--- config.mk ---
export PLATFORM = sky130hd
export DESIGN_NAME = bapyr_serial
export DESIGN_NICKNAME = d
export VERILOG_FILES = /design/src/bapyr_pkg.sv /design/src/bapyr_serial.sv
export SDC_FILE = /design/constraint.sdc
export NUM_CORES = 1
export LEC_CHECK = 0
export ABC_AREA = 1
export BUFFER_PORTS_ARGS = -buffer_cell sky130_fd_sc_hd__buf_2
export CELL_PAD_IN_SITES_DETAIL_PLACEMENT = 0
export CELL_PAD_IN_SITES_GLOBAL_PLACEMENT = 2
export CORE_AREA = 5 5 119 205
export DETAILED_ROUTE_END_ITERATION = 6
export DIE_AREA = 0 0 124 210
export GPL_ROUTABILITY_DRIVEN = 0
export PLACE_DENSITY_LB_ADDON = 0.1
export SETUP_SLACK_MARGIN = 0.02
export SLEW_MARGIN = 20
export SYNTH_ARGS = -nofsm -noshare
export SYNTH_HDL_FRONTEND = slang
export SYNTH_SLANG_ARGS = --single-unit
--- constraint.sdc ---
create_clock -name clk -period 5.7 [get_ports clk]
set_clock_uncertainty 0.2 [all_clocks]
set_input_delay 1.14 -clock clk [delete_from_list [all_inputs] [get_ports clk]]
set_output_delay 1.14 -clock clk [all_outputs]
set_load 0.005 [all_outputs]
--- src/bapyr_pkg.sv ---
// Shared constants and types for the box-average image pyramid.
// Used by every module of the block; depends on nothing else.
`timescale 1ns / 1ps

package bapyr_pkg;

	// default values of the top level parameters
	localparam int DEF_LEVELS    = 4;
	localparam int DEF_MAX_WIDTH = 1024;
	localparam int DEF_FRAC_BITS = 6;

	// input pixel and stream widths
	localparam int PIX_W        = 8;
	localparam int TDATA_IN_W   = 8;
	localparam int TDATA_OUT_W  = 40;

	// fixed limits of the height side
	localparam int MAX_HEIGHT = 4096;
	localparam int HGT_W      = 13;
	localparam int ROW_W      = 13;

	// configuration port
	localparam int CFG_W     = 13;
	localparam int CFG_IDX_W = 2;
	localparam int WREG_W    = 11;
	localparam int HREG_W    = 13;
	localparam int NREG_W    = 3;

	localparam logic [CFG_IDX_W-1:0] REG_IMAGE_WIDTH  = 2'd0;
	localparam logic [CFG_IDX_W-1:0] REG_IMAGE_HEIGHT = 2'd1;
	localparam logic [CFG_IDX_W-1:0] REG_LEVEL_COUNT  = 2'd2;

	localparam logic [WREG_W-1:0] RST_IMAGE_WIDTH  = 11'd1024;
	localparam logic [HREG_W-1:0] RST_IMAGE_HEIGHT = 13'd768;
	localparam logic [NREG_W-1:0] RST_LEVEL_COUNT  = 3'd4;

	// output field widths
	localparam int LEV_OUT_W = 2;
	localparam int COL_OUT_W = 10;
	localparam int ROW_OUT_W = 12;
	localparam int PIX_OUT_W = 14;

	// one result slot of a run
	typedef struct packed {
		logic                 vld;
		logic [PIX_OUT_W-1:0] pix;
		logic [ROW_OUT_W-1:0] row;
		logic [COL_OUT_W-1:0] col;
		logic [LEV_OUT_W-1:0] lev;
	} result_t;

	// control that travels with an item from cell to cell
	typedef struct packed {
		logic valid;
		logic go;
		logic frame_end;
	} link_t;

endpackage

--- src/bapyr_serial.sv ---
// Output stage: holds one run of results and shifts them out one per cycle while m_tready is high.
// Depends on bapyr_pkg.
`timescale 1ns / 1ps

module bapyr_serial #(
	parameter int LEVELS = bapyr_pkg::DEF_LEVELS
) (
	input  logic                                 clk,
	input  logic                                 arst_n,
	input  logic                                 in_valid,
	output logic                                 in_ready,
	input  bapyr_pkg::result_t [LEVELS-1:0]      res_in,
	output logic                                 m_tvalid,
	input  logic                                 m_tready,
	output logic [bapyr_pkg::TDATA_OUT_W-1:0]    m_tdata,
	output logic                                 m_tlast
);

	localparam int FIELD_W = bapyr_pkg::LEV_OUT_W + bapyr_pkg::COL_OUT_W +
		bapyr_pkg::ROW_OUT_W + bapyr_pkg::PIX_OUT_W;

	logic [LEVELS-1:0]               vld_q;
	bapyr_pkg::result_t [LEVELS-1:0] slot_q;
	logic [LEVELS:0]                 vld_ext;
	bapyr_pkg::result_t [LEVELS:0]   slot_ext;
	logic [LEVELS-1:0]               vld_load;

	assign vld_ext  = {1'b0, vld_q};
	assign slot_ext = {bapyr_pkg::result_t'('0), slot_q};

	always_comb begin
		for (int i = 0; i < LEVELS; i++) begin
			vld_load[i] = res_in[i].vld;
		end
	end

	assign m_tvalid = vld_q[0];
	assign m_tlast  = !vld_ext[1];
	assign in_ready = !vld_q[0] || (m_tready && m_tlast);
	assign m_tdata  = {(bapyr_pkg::TDATA_OUT_W - FIELD_W)'(0), slot_q[0].pix,
		slot_q[0].row, slot_q[0].col, slot_q[0].lev};

	always_ff @(posedge clk or negedge arst_n) begin
		if (!arst_n) begin
			vld_q <= '0;
		end else if (in_valid && in_ready) begin
			vld_q <= vld_load;
		end else if (m_tvalid && m_tready) begin
			vld_q <= vld_ext[LEVELS:1];
		end
	end

	always_ff @(posedge clk) begin
		if (in_valid && in_ready) begin
			slot_q <= res_in;
		end else if (m_tvalid && m_tready) begin
			slot_q <= slot_ext[LEVELS:1];
		end
	end

endmodule

==> flow_metrics.tcl, run 1 <==
set metrics [dict create \
    htree_levels 4 \
    wire_per_inst_um 13.5 \
    cp_common_cell "nand2_4" \
    root_buffer "clkbuf_16" \
    remaining_drc_errors 0 \
    cts_hold_buffers 0 \
    io_buffers 200 \
    ctsResizeCount 0 \
    grt_util_all_layers 0.120 \
    die_y_um 210 \
    syn_area_sq_um 6850 \
    maxCapViolations 0 \
    clock_path_buffers 2 \
    synth_area_per_cell_sq_um 10.2 \
    start_util 0.304 \
    synth_compound_area_frac 0 \
    outcome "finished, final reports clean" \
    die-width_um 124 \
    synth_cell_types 13 \
    nNetsFinal 987 \
    grt_max_degree 116 \
    die-area_sq_um 26000 \
    p_per_area_nw_per_um2 462 \
    synthMuxAreaShare 0 \
    syn_inst 671 \
    hold_class "reg -> reg" \
    finalNonFillerCells 1140 \
    grt_pass1_vias 4868 \
    setup-violations-final 0 \
    clkSlewWorstSetupHoldPaths_ns 0.06 \
    cts_setup_buffers 0 \
    crit_path_max_incr_delay_ns 0.66 \
    antenna_left 0 \
    dp.cells 1108 \
    p_leak_nw 4.05 \
    cts.sinks 156 \
    start_kind "input pin" \
    nFillCells 2381 \
    coreArea_sq_um 22600 \
    drt_iter0_drc 212 \
    criticalPathCategory "in -> reg" \
    synth-simple-area-share 0.224 \
    overflow 0 \
    drive_gt1_frac 0.280 \
    rsz0062_at_grt "false" \
    fmax_mhz 332 \
    ir_drop_mv 0.184 \
    drtPass1Iterations 4 \
    avgViaCountPerCell 3.94 \
    dp.final_hpwl_um 10500 \
    multi_input_area_sq_um 1560 \
    synth_top_family_by_area "simple AND/OR/NAND/NOR gates" \
    antenna_found_initial 6 \
    synth-seq-cells 156 \
    max-slew-margin-rel 0.300 \
    area_growth_pct 22.8 \
    cp.buffers_inverters 2 \
    clock_latency_ns 0.42 \
    worstMarginPinSlew_ns 1.05 \
    ys_warn_count 0 \
    synth_adder_area_share 0 \
    tns_ns 0 \
    synthXorXnorAreaFrac 0 \
    cp_cell_sequence "buf_2, nand2_2, nand2_4, nand2_8, nand2_4, buf_4" \
    fin_crit_sh 0.528 \
    grt_pass1_wl_um 23900 \
    cts_tree "done" \
    crit_family "simple AND/OR/NAND/NOR gates" \
    numCtsBuffers 17 \
    vias 4496 \
    hold_viol 0 \
    min_period_ns 3.01 \
    crit_path_end_kind "flop" \
    cp_slowest_cell "nand2_4" \
    pin_count 203 \
    slew_violations 0 \
    drt_wl_total_um 15400 \
    worstPathArrival_ns 2.87 \
    seq_area_sq_um 4660 \
    critPathRequiredTime_ns 5.56 \
    crit_path_max_fanout 59 \
    row_count 73 \
    yosysSeqAreaShare 0.681 \
]
## where the power goes
part	total [mW]	internal (mW)	switching [mW]	leakage [nW]
Sequential	1.90	1.80	0.0950	1.57
Clock	1.19	0.764	0.426	0.297
Combinational	0.802	0.277	0.524	2.18
Total	3.89	2.85	1.05	4.05
## cell families (layout without fill, tap and decap cells)
| logic type | count (synthesis) | in the layout |
|---|---|---|
| buf+inv | 112 | 278 |
| flops | 156 | 156 |
| other cells | 1 | 4 |
| simple gates | 402 | 402 |
## path summary, 6_finish.rpt
check | startpoint | end | slack (ns) | cells after the start
worst max-delay path | m_tready | m_tdata[2]$_DFFE_PP_ | 2.69 | 6
worst min-delay path | vld_q[3]$_DFFE_PN0P_ | vld_q[3]$_DFFE_PN0P_ | 0.30 | 2
worst max register to register | vld_q[1]$_DFFE_PN0P_ | m_tdata[2]$_DFFE_PP_ | 3.07 | 6
worst min register to register | vld_q[3]$_DFFE_PN0P_ | vld_q[3]$_DFFE_PN0P_ | 0.30 | 2
max in group asynchronous | arst_n | vld_q[0]$_DFFE_PN0P_ | 4.85 | 1
min in group asynchronous | arst_n | vld_q[1]$_DFFE_PN0P_ | 0.32 | 1
## flip-flops by register name (all words and copies together), names as in the netlist
register / count
m_tdata: 38
slot_ext: 114
vld_q: 4
## area by class of cell
| cell class | count | share of cell area |
|---|---|---|
| Inverter | 43 | 0.0198 |
| Multi-Input combinational cell | 404 | 0.185 |
| Antenna cell | 2 | 0.000595 |
| Tap cell | 300 | 0.0446 |
| Sequential cell | 156 | 0.554 |
| Clock buffer | 19 | 0.0514 |
| Clock inverter | 11 | 0.0208 |
| Timing Repair Buffer | 205 | 0.123 |
## metrics by stage
step | total power, mW | instance area, sq um | hold WS, ns | setup slack, ns | util
finish | 3.89 | 8410 | 0.303 | 2.69 | 0.373
global route | 4.15 | 8410 | 0.296 | 2.53 | 0.373
CTS | 3.97 | 8410 | 0.298 | 2.67 | 0.373
detailed placement | 2.76 | 7800 | 0.292 | 2.22 | 0.346
global placement | 2.73 | 7800 | 0.290 | 2.29 | 0.346
floorplan | 2.61 | 6860 | 0.269 | 0.0565 | -
## Yosys cell counts
cell type	n	area, sq um
buf_2	21	105
buf_4	41	308
nand2_4	2	22.5
dfrtp_1	4	100
nand2_1	356	1340
buf_6	7	78.8
conb_1	1	3.75
edfxtp_1	152	4560
inv_1	41	154
nand3_1	5	25.0
nor2_1	38	143
inv_2	2	7.51
nand2_2	1	6.26
## cells in the final DEF (no fill, tap or decap)
| cell type | n |
|---|---|
| inv_6 | 1 |
| inv_2 | 1 |
| nand2_8 | 1 |
| inv_1 | 41 |
| nor2_1 | 38 |
| clkinv_2 | 2 |
| clkbuf_16 | 17 |
| diode_2 | 2 |
| conb_1 | 2 |
| nand3_1 | 5 |
| nand2_2 | 1 |
| clkbuf_1 | 2 |
| clkinv_1 | 4 |
| edfxtp_1 | 152 |
| dfrtp_1 | 4 |
| bufinv_16 | 5 |
| buf_2 | 200 |
| nand2_1 | 355 |
| buf_4 | 5 |
| nand2_4 | 2 |
## worst reg2reg max path: cells and delay by family (launching register included)
kind                   cells  cell delay [ns]
flip-flops                 1             0.39
AND/OR/NAND/NOR            4             1.05
buffers and inverters      2             0.62
## per-layer routing
layer  part of all wire  wire length [um]  global-route usage
met5             0.0036                55                   0
met4              0.021               318              0.0503
met3              0.076              1170              0.0470
met2               0.50              7630               0.200
met1               0.40              6190               0.137
Note: power is estimated with default switching activity, not from simulation.
==> run 2: changes to the inputs <==
CORE_AREA = 5 5 125 215   (was 5 5 119 205)
DIE_AREA = 0 0 130 220   (was 0 0 124 210)
clock period = 2.48 ns   (was 5.7 ns; I/O delays follow)
==> flow_metrics.tcl, run 2 (synthesis gave the netlist of run 1 again) <==
set metrics [dict create \
    drt_wl_total_um 16100 \
    drive_gt1_frac 0.282 \
    grt_max_degree 85 \
    hold_viol 0 \
    crit_path_end_kind "output pin" \
    cts_tree "done" \
    row_count 77 \
    largest_reg_flops 114 \
    slew_violations 0 \
    fin_crit_sh 0.750 \
    outcome "finished, final reports clean" \
    remaining_drc_errors 0 \
    fmax_mhz 538 \
    layout_setup_ws_ns 0.620 \
    final_cell_mix "nand2_1 (355), buf_2 (200), edfxtp_1 (152)" \
    final_common_cell "nand2_1" \
    maxCapViolations 0 \
    pin_count 203 \
    setup-violations-final 0 \
    drt_iter0_drc 172 \
    grt_util_all_layers 0.114 \
    antenna_left 0 \
    clkSlewWorstSetupHoldPaths_ns 0.06 \
    coreArea_sq_um 25000 \
    die-width_um 130 \
    crit_path_max_fanout 5 \
    ctsResizeCount 0 \
    drtPass1Iterations 4 \
    critPathRequiredTime_ns 1.78 \
    cp_slowest_cell "dfrtp_1" \
    crit_start "vld_q[1]$_DFFE_PN0P_" \
    worstPathArrival_ns 1.16 \
    clock_latency_ns 0.42 \
    start_kind "flop" \
    cts_hold_buffers 1 \
    die_y_um 220 \
    grt_pass1_vias 4941 \
    cp_cell_sequence "inv_2, nand2_2, nand2_4, buf_2" \
    cts_setup_buffers 0 \
    nNetsFinal 992 \
    tns_ns 0 \
    io_buffers 200 \
    hold_class "in -> reg" \
    root_buffer "clkbuf_16" \
    ir_drop_mv 0.414 \
    p_leak_nw 4.09 \
    dp.final_hpwl_um 11400 \
    min_period_ns 1.86 \
    wire_per_inst_um 13.9 \
    rsz0062_at_grt "false" \
    start_util 0.274 \
    htree_levels 4 \
    crit_path_max_incr_delay_ns 0.39 \
    area_growth_pct 24.3 \
    grt_pass1_wl_um 24800 \
    avgViaCountPerCell 4.00 \
    p_per_area_nw_per_um2 1050 \
    vias 4644 \
    r2r-start "vld_q[0]$_DFFE_PN0P_" \
    hp-start "res_in[38]" \
    clock_path_buffers 2 \
    die-area_sq_um 28600 \
    place_ws_ns 0.591 \
    overflow 0 \
    criticalPathCategory "reg -> out" \
    cts.sinks 156 \
    numCtsBuffers 17 \
    antenna_found_initial 6 \
]
==> run 2: cell count changes in the layout (fill, tap and decap cells not counted), sizes merged <==
| cell | change |
|---|---|
| buf | +4 |
| clkinv | +1 |
| diode | -1 |
| dlygate4sd3 | +1 |
| clkbuf | +2 |
| bufinv | -1 |
==> run 2: path summary, 6_finish.rpt <==
check                                                    to  slack [ns]  cells after the start
worst max register to register  slot_ext[119]$_SDFFCE_PN0P_        0.76                      3
worst min-delay path                   vld_q[0]$_DFFE_PN0P_        0.07                      3
min in group asynchronous              vld_q[0]$_DFFE_PN0P_        0.20                      2
worst max-delay path                               in_ready        0.62                      4
max in group asynchronous              vld_q[2]$_DFFE_PN0P_        1.76                      2
worst min register to register      slot_ext[103]$_DFFE_PP_        0.31                      2
==> run 2: power breakdown <==
part           switching (mW)  total, mW  internal, mW
clock network           0.989       2.65          1.66
registers               0.223       4.36          4.14
logic                    1.24       1.95         0.711
==> run 2: cell type report <==
type / count / area (sq um)
Sequential cell: 156 / 4660
Multi-Input combinational cell: 404 / 1570
Clock inverter: 11 / 149
Inverter: 43 / 164
Fill cell: 2646 / 16500
Tap cell: 316 / 395
Timing Repair Buffer: 210 / 1140
Antenna cell: 1 / 2.50
Clock buffer: 21 / 440
==> run 2: layer usage <==
layer  wire length, um  global-route usage
met3              1180              0.0432
met5                69                   0
met2              8310               0.197
met1              6310               0.126
met4               263              0.0458
==> run 2: stage by stage <==
stage	instances	power (mW)	utilization	hold slack, ns	area, sq um
final	1162	8.97	0.340	0.0735	8520
after global routing	1161	9.58	0.340	0.0813	8520
after CTS	1161	9.16	0.340	0.0470	8520
after detailed placement	1128	6.45	0.316	0.106	7920
after global placement	1128	6.38	0.316	0.104	7920
after floorplan	672	5.92	-	0.000409	6870
==> run 2: critical path: cells and delay by family (launching register included) <==
kind / cells / cell delay (ns)
AND/OR/NAND/NOR: 2 / 0.16
flip-flops: 1 / 0.39
buffers and inverters: 2 / 0.20
